==> src/rtl/core/rle_sprite_blit_decoder_macros.svh <==
// Assertion macros shared by the run-length sprite decoder RTL.
// The macros expect signals named clk and rst in the including module.
`ifndef RLE_SPRITE_BLIT_DECODER_MACROS_SVH
`define RLE_SPRITE_BLIT_DECODER_MACROS_SVH

// Property checked on every rising clock edge outside of reset.
`define RSBD_ASSERT(label, prop, msg) \
  label: assert property (@(posedge clk) disable iff (rst) (prop)) else $error(msg);

// Property that also has to hold while reset is applied.
`define RSBD_ASSERT_ALWAYS(label, prop, msg) \
  label: assert property (@(posedge clk) (prop)) else $error(msg);

`endif

==> src/rtl/core/rsbd_pkg.sv <==
// Shared types and constants of the run-length sprite decoder.
// No dependencies; the parser and the decoder top import this package.
package rsbd_pkg;

  localparam int PIXEL_ADDR_W = 24;
  localparam int COLOR_W      = 16;
  localparam int ALPHA_W      = 8;
  localparam int CFG_DATA_W   = 24;
  localparam int CFG_INDEX_W  = 2;
  localparam int DIM_W        = 13;
  localparam int COUNT_W      = 16;

  localparam logic [ALPHA_W-1:0] OPAQUE_ALPHA = 8'd255;

  // Configuration register indexes.
  localparam logic [CFG_INDEX_W-1:0] REG_START_ADDRESS = 2'd0;
  localparam logic [CFG_INDEX_W-1:0] REG_ROW_STRIDE    = 2'd1;
  localparam logic [CFG_INDEX_W-1:0] REG_ROW_PITCH     = 2'd2;

  localparam logic [DIM_W-1:0] DIM_RESET = 13'd320;

  // Parser phase codes.
  localparam logic [2:0] PH_SKIP_LO = 3'd0;
  localparam logic [2:0] PH_SKIP_HI = 3'd1;
  localparam logic [2:0] PH_RUN_LO  = 3'd2;
  localparam logic [2:0] PH_RUN_HI  = 3'd3;
  localparam logic [2:0] PH_COL_LO  = 3'd4;
  localparam logic [2:0] PH_COL_HI  = 3'd5;
  localparam logic [2:0] PH_ALPHA   = 3'd6;

  typedef struct packed {
    logic [7:0] stream_byte;
    logic       mode;
    logic       stream_start;
    logic       stream_last;
  } stream_item_t;

  typedef struct packed {
    logic [PIXEL_ADDR_W-1:0] pixel_address;
    logic [COLOR_W-1:0]      pixel_color;
    logic [ALPHA_W-1:0]      pixel_alpha;
    logic                    blend_needed;
  } pixel_t;

  typedef struct packed {
    logic [CFG_DATA_W-1:0] start_address;
    logic [DIM_W-1:0]      row_stride;
    logic [DIM_W-1:0]      row_pitch;
  } cfg_t;

endpackage

==> src/rtl/core/rsbd_if.sv <==
// Valid/ready channel interfaces for the stream bytes and the pixel writes.
// Depends on nothing; payload fields follow the widths in rsbd_pkg.
interface rsbd_stream_if;
  logic       valid;
  logic       ready;
  logic [7:0] stream_byte;
  logic       mode;
  logic       stream_start;
  logic       stream_last;

  modport source (output valid, stream_byte, mode, stream_start, stream_last, input ready);
  modport sink (input valid, stream_byte, mode, stream_start, stream_last, output ready);
endinterface

interface rsbd_pixel_if;
  logic        valid;
  logic        ready;
  logic [23:0] pixel_address;
  logic [15:0] pixel_color;
  logic [7:0]  pixel_alpha;
  logic        blend_needed;

  modport source (output valid, pixel_address, pixel_color, pixel_alpha, blend_needed,
                  input ready);
  modport sink (input valid, pixel_address, pixel_color, pixel_alpha, blend_needed,
                output ready);
endinterface

==> src/rtl/core/rsbd_parser.sv <==
// Record parser and position tracker: holds the parse state, column and address.
// Depends on rsbd_pkg and the assertion macros header.
`include "rle_sprite_blit_decoder_macros.svh"

module rsbd_parser
  import rsbd_pkg::*;
#(
  parameter int ADDR_BITS   = 24,
  parameter int COLUMN_BITS = 12
) (
  input  logic         clk,
  input  logic         rst,
  input  logic         step,
  input  stream_item_t item,
  input  cfg_t         cfg,
  output logic         emit,
  output pixel_t       pixel
);

  localparam int SUM_W = ((COLUMN_BITS > COUNT_W) ? COLUMN_BITS : COUNT_W) + 1;

  logic [2:0]             phase, phase_next;
  logic [7:0]             low_hold, low_hold_next;
  logic [COLOR_W-1:0]     color_hold, color_hold_next;
  logic [COUNT_W-1:0]     run_rem, run_rem_next;
  logic [COLUMN_BITS-1:0] column, column_next;
  logic [ADDR_BITS-1:0]   waddr, waddr_next;

  // Values as seen after a stream start has been applied.
  logic [2:0]             phase_eff;
  logic [COUNT_W-1:0]     run_eff;
  logic [COLUMN_BITS-1:0] column_eff;
  logic [ADDR_BITS-1:0]   waddr_eff;

  logic                   adv_en;
  logic [COUNT_W-1:0]     adv_n;
  logic [SUM_W-1:0]       col_sum, col_adj;
  logic                   wrap;
  logic signed [DIM_W:0]  wrap_delta;
  logic [ADDR_BITS-1:0]   addr_adv;
  logic [COLOR_W-1:0]     word;
  logic [COUNT_W-1:0]     run_dec;

  assign phase_eff  = item.stream_start ? PH_SKIP_LO : phase;
  assign run_eff    = item.stream_start ? '0 : run_rem;
  assign column_eff = item.stream_start ? '0 : column;
  assign waddr_eff  = item.stream_start ? ADDR_BITS'(cfg.start_address) : waddr;

  assign word    = {item.stream_byte, low_hold};
  assign run_dec = run_eff - COUNT_W'(1);

  // Single row-wrap check: at most one pitch is taken off the column.
  assign col_sum    = SUM_W'(column_eff) + SUM_W'(adv_n);
  assign wrap       = col_sum >= SUM_W'(cfg.row_pitch);
  assign col_adj    = wrap ? col_sum - SUM_W'(cfg.row_pitch) : col_sum;
  assign wrap_delta = $signed({1'b0, cfg.row_stride}) - $signed({1'b0, cfg.row_pitch});
  assign addr_adv   = waddr_eff + ADDR_BITS'(adv_n)
                    + (wrap ? {{(ADDR_BITS-DIM_W-1){wrap_delta[DIM_W]}}, wrap_delta}
                            : '0);

  always_comb begin
    phase_next      = phase_eff;
    low_hold_next   = low_hold;
    color_hold_next = color_hold;
    run_rem_next    = run_eff;
    adv_en          = 1'b0;
    adv_n           = '0;
    emit            = 1'b0;
    pixel.pixel_address = PIXEL_ADDR_W'(waddr_eff);
    pixel.pixel_color   = color_hold;
    pixel.pixel_alpha   = OPAQUE_ALPHA;
    pixel.blend_needed  = 1'b0;

    unique case (phase_eff)
      PH_SKIP_HI: begin
        adv_en     = 1'b1;
        adv_n      = word;
        phase_next = PH_RUN_LO;
      end
      PH_RUN_LO: begin
        low_hold_next = item.stream_byte;
        phase_next    = PH_RUN_HI;
      end
      PH_RUN_HI: begin
        run_rem_next = word;
        phase_next   = (word == '0) ? PH_SKIP_LO : PH_COL_LO;
      end
      PH_COL_LO: begin
        low_hold_next = item.stream_byte;
        phase_next    = PH_COL_HI;
      end
      PH_COL_HI: begin
        color_hold_next   = word;
        pixel.pixel_color = word;
        if (item.mode) begin
          phase_next = PH_ALPHA;
        end else begin
          emit = 1'b1;
        end
      end
      PH_ALPHA: begin
        emit               = 1'b1;
        pixel.pixel_alpha  = item.stream_byte;
        pixel.blend_needed = 1'b1;
      end
      default: begin
        low_hold_next = item.stream_byte;
        phase_next    = PH_SKIP_HI;
      end
    endcase

    if (emit) begin
      adv_en       = 1'b1;
      adv_n        = COUNT_W'(1);
      run_rem_next = run_dec;
      phase_next   = (run_dec == '0) ? PH_SKIP_LO : PH_COL_LO;
    end

    column_next = adv_en ? col_adj[COLUMN_BITS-1:0] : column_eff;
    waddr_next  = adv_en ? addr_adv : waddr_eff;

    // The last byte drops any partial record.
    if (item.stream_last) begin
      phase_next   = PH_SKIP_LO;
      run_rem_next = '0;
    end
  end

  always_ff @(posedge clk) begin
    if (rst) begin
      phase      <= PH_SKIP_LO;
      low_hold   <= '0;
      color_hold <= '0;
      run_rem    <= '0;
      column     <= '0;
      waddr      <= '0;
    end else if (step) begin
      phase      <= phase_next;
      low_hold   <= low_hold_next;
      color_hold <= color_hold_next;
      run_rem    <= run_rem_next;
      column     <= column_next;
      waddr      <= waddr_next;
    end
  end

  `RSBD_ASSERT(a_emit_phase, (step && emit) |=> (phase == PH_SKIP_LO || phase == PH_COL_LO), "phase after a pixel is neither a new record nor the next color")
  `RSBD_ASSERT(a_last_idle, (step && item.stream_last) |=> (phase == PH_SKIP_LO && run_rem == '0), "parser not idle after the last byte")
  `RSBD_ASSERT(a_run_live, (phase == PH_COL_LO || phase == PH_COL_HI || phase == PH_ALPHA) |-> (run_rem != '0), "pixel phase entered with an empty run")

endmodule

==> src/rtl/core/rle_sprite_blit_decoder.sv <==
// A pixel write appears on the output in the cycle after its last stream byte is taken.
// Throughput: one stream byte per cycle; the only limit is the single output register,
// which accepts a new byte whenever it is empty or being drained in the same cycle.
// Reset (rst, synchronous): parser idles expecting a skip word, column and address clear,
// the output empties, and the registers return to address 0, stride 320 and pitch 320.
`include "rle_sprite_blit_decoder_macros.svh"

module rle_sprite_blit_decoder
  import rsbd_pkg::*;
#(
  parameter int ADDR_BITS   = 24,
  parameter int COLUMN_BITS = 12
) (
  input  logic                   clk,
  input  logic                   rst,
  rsbd_stream_if.sink            stream,
  rsbd_pixel_if.source           pixels,
  input  logic                   write_enable,
  input  logic [CFG_INDEX_W-1:0] register_index,
  input  logic [CFG_DATA_W-1:0]  write_data
);

  cfg_t         cfg;
  stream_item_t item;
  pixel_t       pixel, out_pixel;
  logic         emit;
  logic         accept;
  logic         out_valid;

  always_ff @(posedge clk) begin
    if (rst) begin
      cfg.start_address <= '0;
      cfg.row_stride    <= DIM_RESET;
      cfg.row_pitch     <= DIM_RESET;
    end else if (write_enable) begin
      unique case (register_index)
        REG_START_ADDRESS: cfg.start_address <= write_data;
        REG_ROW_STRIDE:    cfg.row_stride    <= write_data[DIM_W-1:0];
        REG_ROW_PITCH:     cfg.row_pitch     <= write_data[DIM_W-1:0];
        default: ;
      endcase
    end
  end

  assign item.stream_byte  = stream.stream_byte;
  assign item.mode         = stream.mode;
  assign item.stream_start = stream.stream_start;
  assign item.stream_last  = stream.stream_last;

  assign stream.ready = !out_valid || pixels.ready;
  assign accept       = stream.valid && stream.ready;

  rsbd_parser #(
    .ADDR_BITS   (ADDR_BITS),
    .COLUMN_BITS (COLUMN_BITS)
  ) u_parser (
    .clk   (clk),
    .rst   (rst),
    .step  (accept),
    .item  (item),
    .cfg   (cfg),
    .emit  (emit),
    .pixel (pixel)
  );

  always_ff @(posedge clk) begin
    if (rst) begin
      out_valid <= 1'b0;
    end else if (accept) begin
      out_valid <= emit;
    end else if (pixels.ready) begin
      out_valid <= 1'b0;
    end
  end

  always_ff @(posedge clk) begin
    if (accept && emit) begin
      out_pixel <= pixel;
    end
  end

  assign pixels.valid         = out_valid;
  assign pixels.pixel_address = out_pixel.pixel_address;
  assign pixels.pixel_color   = out_pixel.pixel_color;
  assign pixels.pixel_alpha   = out_pixel.pixel_alpha;
  assign pixels.blend_needed  = out_pixel.blend_needed;

  `RSBD_ASSERT_ALWAYS(a_reset_empty, rst |=> !out_valid, "output register holds a pixel after reset")
  `RSBD_ASSERT(a_emit_shows, (accept && emit) |=> out_valid, "decoded pixel did not reach the output register")
  `RSBD_ASSERT(a_no_phantom, (accept && !emit) |=> !out_valid, "output shows a pixel that no byte produced")

endmodule

==> src/flat_wrapper.sv <==
// flat-port wrapper written by rule: the top's interface ports become plain ports
module rle_sprite_blit_decoder_flat import rsbd_pkg::*;
#(
  parameter int ADDR_BITS   = 24,
  parameter int COLUMN_BITS = 12
)
  (clk, rst, write_enable, register_index, write_data, stream_valid, stream_stream_byte, stream_mode, stream_stream_start, stream_stream_last, stream_ready, pixels_valid, pixels_pixel_address, pixels_pixel_color, pixels_pixel_alpha, pixels_blend_needed, pixels_ready);
  rsbd_stream_if stream_i ();
  rsbd_pixel_if pixels_i ();
  input  logic clk;
  input  logic rst;
  input  logic write_enable;
  input  logic [CFG_INDEX_W-1:0] register_index;
  input  logic [CFG_DATA_W-1:0] write_data;
  input wire logic [$bits(stream_i.valid)-1:0] stream_valid;
  input wire logic [$bits(stream_i.stream_byte)-1:0] stream_stream_byte;
  input wire logic [$bits(stream_i.mode)-1:0] stream_mode;
  input wire logic [$bits(stream_i.stream_start)-1:0] stream_stream_start;
  input wire logic [$bits(stream_i.stream_last)-1:0] stream_stream_last;
  output wire logic [$bits(stream_i.ready)-1:0] stream_ready;
  output wire logic [$bits(pixels_i.valid)-1:0] pixels_valid;
  output wire logic [$bits(pixels_i.pixel_address)-1:0] pixels_pixel_address;
  output wire logic [$bits(pixels_i.pixel_color)-1:0] pixels_pixel_color;
  output wire logic [$bits(pixels_i.pixel_alpha)-1:0] pixels_pixel_alpha;
  output wire logic [$bits(pixels_i.blend_needed)-1:0] pixels_blend_needed;
  input wire logic [$bits(pixels_i.ready)-1:0] pixels_ready;
  assign stream_i.valid = stream_valid;
  assign stream_i.stream_byte = stream_stream_byte;
  assign stream_i.mode = stream_mode;
  assign stream_i.stream_start = stream_stream_start;
  assign stream_i.stream_last = stream_stream_last;
  assign stream_ready = stream_i.ready;
  assign pixels_valid = pixels_i.valid;
  assign pixels_pixel_address = pixels_i.pixel_address;
  assign pixels_pixel_color = pixels_i.pixel_color;
  assign pixels_pixel_alpha = pixels_i.pixel_alpha;
  assign pixels_blend_needed = pixels_i.blend_needed;
  assign pixels_i.ready = pixels_ready;
  rle_sprite_blit_decoder #(.ADDR_BITS(ADDR_BITS), .COLUMN_BITS(COLUMN_BITS)) u_core (.clk(clk), .rst(rst), .stream(stream_i), .pixels(pixels_i), .write_enable(write_enable), .register_index(register_index), .write_data(write_data));
endmodule
==> config.mk <==
export PLATFORM = sky130hd
export DESIGN_NAME = rle_sprite_blit_decoder_flat
export DESIGN_NICKNAME = d
export VERILOG_FILES = /design/src/rtl/core/rsbd_pkg.sv /design/src/rtl/core/rsbd_if.sv /design/src/rtl/core/rsbd_parser.sv /design/src/rtl/core/rle_sprite_blit_decoder.sv /design/src/flat_wrapper.sv
export VERILOG_INCLUDE_DIRS = /design/src /design/src/rtl/core
export SDC_FILE = /design/constraint.sdc
export NUM_CORES = 1
export LEC_CHECK = 0
export ABC_AREA = 1
export BUFFER_PORTS_ARGS = -buffer_cell sky130_fd_sc_hd__buf_2
export CORE_ASPECT_RATIO = 0.9
export CORE_MARGIN = 10
export CORE_UTILIZATION = 30
export CTS_CLUSTER_SIZE = 28
export DETAILED_ROUTE_END_ITERATION = 7
export GPL_TIMING_DRIVEN = 0
export HOLD_SLACK_MARGIN = 0.03
export PLACE_DENSITY = 0.51
export SETUP_SLACK_MARGIN = 0.05
export SYNTH_ARGS = -nofsm -noshare
export SYNTH_HDL_FRONTEND = slang
export SYNTH_SLANG_ARGS = --single-unit
==> constraint.sdc <==
create_clock -name clk -period 9 [get_ports clk]
set_input_delay 0.9 -clock clk [delete_from_list [all_inputs] [get_ports clk]]
set_output_delay 0.9 -clock clk [all_outputs]
set_load 0.05 [all_outputs]
==> results of run 1 <==
## worst reg2reg max path, delay by kind of cell (launching register included)
kind	cells	cell delay, ps
flip-flops	1	440
AO/OA/AOI/OAI	6	1010
buffers and inverters	9	1070
adder cells (fa/ha/maj)	6	1870
AND/OR/NAND/NOR	23	3140
XOR/XNOR	1	280
## final cells by class
type | count | area share (%)
buffer | 66 | 2.17
clock buffer | 19 | 3.30
clock inverter | 13 | 1.08
inverter | 205 | 5.77
multi-input combinational | 1129 | 48.9
sequential | 179 | 30.3
tap | 525 | 4.89
timing repair buffer | 93 | 3.58
## cells by family (layout without fill, tap and decap cells)
family / Yosys count / count (layout) / synth area share, %
flip-flops: 179 / 179 / 34.8
buffers and inverters: 271 / 396 / 9.12
XOR/XNOR: 53 / 53 / 3.97
AND/OR/NAND/NOR: 605 / 605 / 22.7
multiplexers: 13 / 13 / 1.11
adder cells (fa/ha/maj): 84 / 84 / 9.95
AO/OA/AOI/OAI: 374 / 374 / 18.3
## registers in the layout, indices dropped and copies added, names as in the netlist
signal                       count
u_core.u_parser.color_hold      16
u_core.pixels.pixel_alpha        8
u_core.pixels.pixel_address     24
u_core.u_parser.low_hold         8
u_core.pixels.pixel_color       16
u_core.cfg                      50
u_core.u_parser.waddr           24
u_core.pixels.valid              1
u_core.u_parser.run_rem         16
u_core.pixels.blend_needed       1
u_core.u_parser.column          12
u_core.u_parser.phase            3
## power by group through the flow
stage	clock (mW)	sequential (mW)	combinational [mW]
after floorplan	0	0.879	0.268
after global placement	0	0.886	0.373
after detailed placement	0	0.887	0.377
after CTS	0.799	0.869	0.379
after global routing	0.828	0.871	0.431
final	0.781	0.869	0.380
## layout by cell type (no fill, tap or decap), types with 7 or more instances in the layout
cell,n
a21oi_1,140
a31oi_1,12
buf_2,100
clkbuf_1,51
clkbuf_16,17
dfxtp_1,130
edfxtp_1,49
fa_1,15
ha_1,69
inv_1,190
inv_2,11
mux2i_1,13
nand2_1,307
nand2_2,17
nand3_1,48
nand3_2,7
nand4_1,15
nor2_1,157
nor2_2,8
nor3_1,9
nor4_1,11
o211ai_1,35
o21ai_0,141
xnor2_1,20
xor2_1,33
## cell usage after synthesis (2+ instances only)
cell,number
nand2_1,307
inv_1,190
nor2_1,158
o21ai_0,141
a21oi_1,140
dfxtp_1,130
ha_1,69
clkbuf_1,50
edfxtp_1,49
nand3_1,48
o211ai_1,35
xor2_1,33
xnor2_1,20
nand2_2,17
fa_1,15
nand4_1,15
mux2i_1,13
a31oi_1,12
inv_2,11
nor4_1,11
nor3_1,9
buf_2,8
nor2_2,8
nand3_2,7
a32oi_1,6
o211ai_2,6
a211oi_1,5
o21bai_1,5
o221ai_1,5
or2_2,5
buf_1,4
nand2_4,4
nand3b_1,4
a221oi_1,3
a31o_2,3
buf_6,3
clkinv_1,3
nand4_2,3
o21ai_1,3
a21oi_2,2
and3_1,2
nor2_4,2
## metal layers
metal	GRT usage (%)	part of all wire, %	up-vias
met1	22.3	48	5016
met3	3.87	6.2	25
met2	26.2	44	282
met5	0	0	-
li1	-	-	5501
met4	3.69	1.2	0
## through the flow
stage	power [mW]	instance area, µm²	hold slack [ps]	std cells	utilization (%)
final	2.03	13400	467	2229	34.9
after global routing	2.13	13400	480	2229	34.9
after CTS	2.05	13400	467	2229	34.9
after detailed placement	1.26	12800	456	2197	33.4
after global placement	1.26	12800	452	2196	33.3
after floorplan	1.15	11700	433	1579	-
## worst paths after layout
kind                             from                         to  depth (start not counted)
min reg2reg  u_core.u_parser.waddr[8]   u_core.u_parser.waddr[8]                          2
max               stream_stream_start  u_core.u_parser.waddr[19]                         46
max reg2reg  u_core.u_parser.phase[2]  u_core.u_parser.waddr[19]                         45
min          u_core.u_parser.waddr[8]   u_core.u_parser.waddr[8]                          2
==> results_dict.tcl, run 1 <==
set metrics [dict create \
    rsz0062_at_grt "no" \
    fin_skew_ps 17.3 \
    core_area_um2 38500 \
    max_freq_mhz 126 \
    hold_buffers 0 \
    crit_fanout 10 \
    async_reset_ff_share_pct 0 \
    cts_made_buffers 17 \
    drv_slew 0 \
    fin_crit_ps 7940 \
    finalCritPeriodShare_pct 88.2 \
    yosysSeqAreaShare_pct 34.8 \
    drive_above_1_share_pct 12.3 \
    overflow 0 \
    crit_path_end_kind "flop" \
    syn_area_um2 11700 \
    cap_violations 0 \
    post-cts-setup-buffer-count 0 \
    cts.sinks 179 \
    cp_common_cell "nand2_1" \
    clock-root-buffer "clkbuf_16" \
    cellPowerDensity_nw_per_um2 151 \
    grt_max_degree 30 \
    first_pass_iters 5 \
    die_area_um2 47300 \
    viasPerCell 4.86 \
    setup_ws_ps 1060 \
    die_width_um 228 \
    clk_pin_slew_ps 70 \
    grt_pass1_vias 10800 \
    syn_nets 1705 \
    cts_resized 0 \
    synthTopCellsByArea "dfxtp_1 (22%), edfxtp_1 (13%), nand2_1 (9.9%)" \
    start_util_pct 30.4 \
    grt_pass1_wl_um 61700 \
    synth_seq_cells 179 \
    htreeDepth 4 \
    setup_tns_ps 0 \
    drt_iter0_drc 807 \
    status "finished clean" \
    vias 10800 \
    cts_tree "yes" \
    netlist.area_leader.share_pct 22.3 \
    critPathKind "in2reg" \
    cpPeakStageDelay_ps 420 \
    numPortBuffers 92 \
    clk_latency_ps 460 \
    yosys_warnings 0 \
    wirelength_um 38900 \
    hp-class "reg2reg" \
    track_usage_pct 16.5 \
    hold_viol 0 \
    synth_cell_types 57 \
    crit_arrival_ps 8330 \
    gp_congestion 0.923 \
    netSwitchingPower_uw 631 \
    synth_edf_count 49 \
    crit_required_ps 9390 \
    setup_viol 0 \
    fin_nets 1817 \
    leakage_nw 6.05 \
    multiInputGateArea_um2 6560 \
    r2r_setup_slack_ps 1140 \
    synthFlopType "dfxtp_1" \
    crit_path_start_kind "input port" \
    syn2layout_area_growth_pct 14.8 \
    seq_area_um2 4070 \
    drt-wirelength-per-cell_um 17.5 \
    netlist_instances 1579 \
    crit_family "simple AND/OR/NAND/NOR gates" \
    die_h_um 207 \
    crit_buf_inv 9 \
    grt_antenna_before_repair 0 \
    fill_cells 4187 \
    drc 0 \
    pwr-share-comb_pct 18.7 \
    ir_drop_uv 108 \
    synth_top_cell_by_area "dfxtp_1" \
    clkPwrFrac_pct 38.5 \
    relSlewSlack_pct 32.1 \
    io_pins 93 \
    swShare_pct 31.1 \
    pwr-share-seq_pct 42.8 \
    ant_nets 0 \
    internal_power_mw 1.40 \
    place_ws_ps 698 \
    rows 68 \
    synth_area_per_cell_um2 7.40 \
    dp_hpwl_um 30600 \
    diodes 0 \
    cp_slowest_cell "nor2_1" \
    tightest_slew_ps 1010 \
    clk_path_buf_depth 2 \
]
Power figures use the tool's default switching activity.
==> inputs of run 2 (changes only) <==
CORE_ASPECT_RATIO = 0.75   (was 0.9)
CORE_MARGIN = 2   (was 10)
PLACE_DENSITY = 0.52   (was 0.51)
clock period = 6.45 ns   (was 9 ns; I/O delays follow)
==> run 2 against run 1 <==
  * Count of clock-buffer cells in the layout shrank 2
  * Clock power grew 41%
  * Total power grew 46%
  * Final area grew 8.3%
  * Non-clock buffer count grew 42
  * Critical path type unchanged
  * Critical endpoint is now u_core.u_parser.waddr[17]
  * Largest cell class unchanged
  * Largest power group unchanged
==> results_dict.tcl, run 2 (synthesis gave the netlist of run 1 again) <==
set metrics [dict create \
    die_area_um2 40600 \
    critPathKind "in2reg" \
    cellPowerDensity_nw_per_um2 204 \
    crit_required_ps 6840 \
    io_pins 93 \
    r2r_setup_slack_ps 80 \
    core_area_um2 38300 \
    start_util_pct 30.5 \
    top_register "u_core.cfg" \
    die_h_um 175 \
    hp-class "in2reg" \
    clock-root-buffer "clkbuf_16" \
    cts_made_buffers 17 \
    hold_buffers 0 \
    vias 11200 \
    rr_worst_depth 45 \
    grt_max_degree 29 \
    grt_pass1_vias 10400 \
    status "finished clean" \
    htreeDepth 4 \
    hold_ws_ps 435 \
    reg2reg_to "u_core.u_parser.waddr[17]" \
    wirelength_um 39600 \
    reg2reg_from "u_core.u_parser.phase[2]" \
    final_common_cell "nand2_1" \
    grt_antenna_before_repair 2 \
    crit_path_start_kind "input port" \
    cap_violations 0 \
    finalCritPeriodShare_pct 98.9 \
    drt-wirelength-per-cell_um 17.5 \
    cpPeakStageDelay_ps 410 \
    crit_path_end_kind "flop" \
    drive_above_1_share_pct 20.7 \
    numPortBuffers 92 \
    viasPerCell 4.94 \
    gp_congestion 0.915 \
    drt_iter0_drc 842 \
    rsz0062_at_grt "yes" \
    rows 62 \
    clk_pin_slew_ps 80 \
    cts.sinks 179 \
    holdPathStages 3 \
    drv_slew 0 \
    seq_area_um2 4080 \
    tightest_slew_ps 979 \
    crit_fanout 7 \
    multiInputGateArea_um2 7260 \
    hold_viol 0 \
    setup_viol 0 \
    die_width_um 232 \
    cts_tree "yes" \
    crit_arrival_ps 6760 \
    largest_reg_flops 50 \
    clk_path_buf_depth 2 \
    track_usage_pct 19.5 \
    cp_slowest_cell "fa_1" \
    ant_nets 0 \
    dp.cells 2184 \
    fin_skew_ps 11.6 \
    overflow 0 \
    ir_drop_uv 148 \
    dp_hpwl_um 30300 \
    hp-start "write_data[15]" \
    drc 0 \
    fill_cells 3991 \
    leakage_nw 6.41 \
    fin_crit_ps 6380 \
    stdcell_area_um2 14500 \
    final_cell_mix "nand2_1 (287), inv_1 (180), nor2_1 (143)" \
    first_pass_iters 7 \
    placed_cell_area_um2 12800 \
    clk_latency_ps 450 \
    relSlewSlack_pct 34.0 \
    cp_common_cell "inv_2" \
    grt_pass1_wl_um 60100 \
    final_cells 2259 \
    fin_nets 1859 \
    max_freq_mhz 157 \
    syn2layout_area_growth_pct 24.3 \
    whs_endpoint "u_core.cfg[41]" \
]
run 2: per-stage QoR:
| step | TNS, ps | util (%) | total power, mW | setup slack [ps] |
|---|---|---|---|---|
| 2_1_floorplan | 0 | - | 1.60 | 57.5 |
| 3_3_place_gp | -25250 | 33.4 | 1.75 | -1600 |
| 3_5_place_dp | -25740 | 33.5 | 1.76 | -1600 |
| 4_1_cts | 0 | 36.2 | 2.89 | 58.9 |
| 5_1_grt | -1790 | 37.9 | 3.11 | -248 |
| 6_report | 0 | 37.9 | 2.97 | 71.7 |
run 2: what timing repair did:
action	CTS	global route
pin swaps	20	64
endpoints found under the setup margin	22	17
cloned	1	0
endpoints found under the hold margin	0	0
resized for setup	72	104
buffers inserted	21	22
run 2: cell type report:
type	count	area share [%]
multi-input cells	1129	49.9
flip-flops and latches	179	28.1
repair buffers	136	5.63
inverters	205	5.49
well taps	512	4.41
clock buffers	17	2.93
plain buffers	65	2.25
clock inverters	15	1.28
diodes	1	0.0172
run 2: metal layers:
metal  vias to the layer above  wire (µm)  GRT usage, %
met5                         -          0             0
met4                         0        627          4.97
met3                        36       2190          3.43
met2                       284      17300          29.4
met1                      5277      19500          28.5
li1                       5565          -             -
run 2: power breakdown:
part | leakage [nW] | total (mW) | internal [mW] | switching [mW]
Sequential | 1.52 | 1.21 | 1.19 | 0.0244
Clock | 0.297 | 1.10 | 0.561 | 0.537
Combinational | 4.59 | 0.663 | 0.249 | 0.414
Total | 6.41 | 2.97 | 2.00 | 0.975
run 2: critical path, delay by kind of cell:
kind,cells,cell delay (ps)
xor gates and xnor gates,1,160
and+or+nand+nor,22,2320
AOI/OAI and AO/OA,7,840
adders and majority gates,6,1790
buffers and inverters,11,980
run 2: how the worst max path moves through the flow:
stage | start | to | slack [ps] | depth (start not counted)
floorplan | stream_stream_start | u_core.u_parser.waddr[17] | 60 | 45
finish | stream_stream_start | u_core.u_parser.waddr[17] | 70 | 47
global route | u_core.u_parser.phase[1] | u_core.u_parser.waddr[17] | -250 | 45
global placement | stream_stream_start | u_core.u_parser.waddr[17] | -1600 | 47
CTS | u_core.u_parser.phase[1] | u_core.u_parser.waddr[17] | 60 | 44
detailed placement | stream_stream_start | u_core.u_parser.waddr[17] | -1600 | 47
==> inputs of run 3 (changes only) <==
CORE_UTILIZATION = 51   (was 30)
PLACE_DENSITY = 0.75   (was 0.52)
clock period = 7.2 ns   (was 6.45 ns; I/O delays follow)
==> run 3 against run 2 <==
  * Hold slack gained 31 ps
  * Critical path depth shrank 11
  * Count of clock-buffer cells in the layout is the same
  * Register-to-register slack gained 440 ps
  * Worst setup slack gained 280 ps
  * Clock skew grew 3.0 ps
  * Core utilization grew 23 points
  * Clock power shrank 13%
  * First-iteration DRC count grew 60%
  * Global-route usage grew 11 points
  * Critical endpoint is now u_core.u_parser.waddr[22]
  * Largest power group unchanged
==> results_dict.tcl, run 3 (synthesis gave the netlist of run 1 again) <==
set metrics [dict create \
    ir_drop_uv 115 \
    cts.sinks 179 \
    crit_path_end_kind "flop" \
    crit_path_start_kind "input port" \
    viasPerCell 5.71 \
    gp_congestion 0.937 \
    core_area_um2 22300 \
    dp_hpwl_um 27500 \
    final_cell_mix "nand2_1 (302), inv_1 (186), nor2_1 (151)" \
    grt_antenna_before_repair 2 \
    fin_crit_ps 6850 \
    drt_iter0_drc 1345 \
    track_usage_pct 30.1 \
    die_width_um 179 \
    io_pins 93 \
    hp-class "reg2reg" \
    die_area_um2 24200 \
    crit_arrival_ps 7220 \
    cp_common_cell "nand2_1" \
    setup_tns_ps 0 \
    grt_pass1_vias 10700 \
    wirelength_um 36500 \
    hold_ws_ps 466 \
    grt_pass1_wl_um 55800 \
    drive_above_1_share_pct 16.2 \
    rsz0062_at_grt "no" \
    hold_buffers 0 \
    clk_pin_slew_ps 70 \
    fill_cells 2051 \
    cts_tree "yes" \
    cpPeakStageDelay_ps 540 \
    fin_skew_ps 14.7 \
    ant_nets 0 \
    max_freq_mhz 146 \
    clock-root-buffer "clkbuf_16" \
    syn2layout_area_growth_pct 16.5 \
    numPortBuffers 92 \
    multiInputGateArea_um2 6820 \
    hold_viol 0 \
    drc 0 \
    grt_max_degree 36 \
    cap_violations 0 \
    tightest_slew_ps 925 \
    status "finished clean" \
    fin_nets 1839 \
    drt-wirelength-per-cell_um 18.1 \
    cts_made_buffers 17 \
    crit_fanout 10 \
    critPathKind "in2reg" \
    relSlewSlack_pct 37.7 \
    cellPowerDensity_nw_per_um2 188 \
    htreeDepth 4 \
    finalCritPeriodShare_pct 95.1 \
    leakage_nw 6.18 \
    rows 47 \
    vias 11500 \
    first_pass_iters 6 \
    seq_area_um2 4080 \
    r2r_setup_slack_ps 520 \
    largest_reg_flops 50 \
    drv_slew 0 \
    overflow 0 \
    setup_viol 0 \
    die_h_um 135 \
    crit_required_ps 7570 \
    clk_latency_ps 450 \
    final_common_cell "nand2_1" \
    start_util_pct 52.5 \
    holdPathStages 2 \
    rr_worst_depth 34 \
    cp_slowest_cell "buf_1" \
    clk_path_buf_depth 2 \
    top_register "u_core.cfg" \
    diodes 0 \
]
## run 3: path summary, 6_finish.rpt
kind / startpoint / to
min reg2reg: u_core.u_parser.waddr[16] / u_core.u_parser.waddr[16]
max: stream_stream_start / u_core.u_parser.waddr[22]
max reg2reg: u_core.u_parser.phase[0] / u_core.u_parser.waddr[22]
min: u_core.u_parser.waddr[16] / u_core.u_parser.waddr[16]
## run 3: critical path: cells and delay by family
kind | cells | cell delay [ps]
compound gates | 10 | 1400
xor+xnor | 1 | 190
fa+ha+maj | 4 | 1540
buf+inv | 5 | 1100
simple gates | 16 | 2230
## run 3: final cells by class
cell class / count / share of cell area, %
multi-input cells: 1129 / 50.1
flip-flops and latches: 179 / 29.9
inverters: 205 / 5.71
repair buffers: 115 / 4.87
clock buffers: 17 / 3.12
well taps: 294 / 2.70
plain buffers: 65 / 2.26
clock inverters: 15 / 1.30
repair inverters: 1 / 0.0551
## run 3: stage by stage
stage,power (mW),cell area (µm²),std cells,utilization [%],setup slack [ps]
after floorplan,1.43,11700,1579,-,647
after global placement,1.56,12500,1965,56.2,-755
after detailed placement,1.57,12500,1966,56.3,-931
after global routing,2.66,13600,2020,61.1,11.0
final,2.57,13600,2020,61.1,352
after CTS,2.51,13200,1998,59.2,73.0
## run 3: per-layer routing
| metal | part of all wire [%] | up-vias | track usage (%) |
|---|---|---|---|
| li1 | - | 5538 | - |
| met2 | 44 | 535 | 45.8 |
| met4 | 2.0 | 2 | 8.27 |
| met5 | 0.036 | - | 0 |
| met1 | 43 | 5409 | 41.4 |
| met3 | 11 | 59 | 9.03 |
## run 3: what timing repair did
item | in CTS | in global routing
buffers inserted | 0 | 21
resized for setup | 18 | 49
cloned | 0 | 2
pin swaps | 2 | 16
endpoints found under the setup margin | 15 | 16
## run 3: power breakdown
part / internal, mW / switching (mW) / total [mW]
clock: 0.473 / 0.484 / 0.957
sequential: 1.06 / 0.0218 / 1.09
combinational: 0.186 / 0.338 / 0.523
total: 1.72 / 0.843 / 2.57
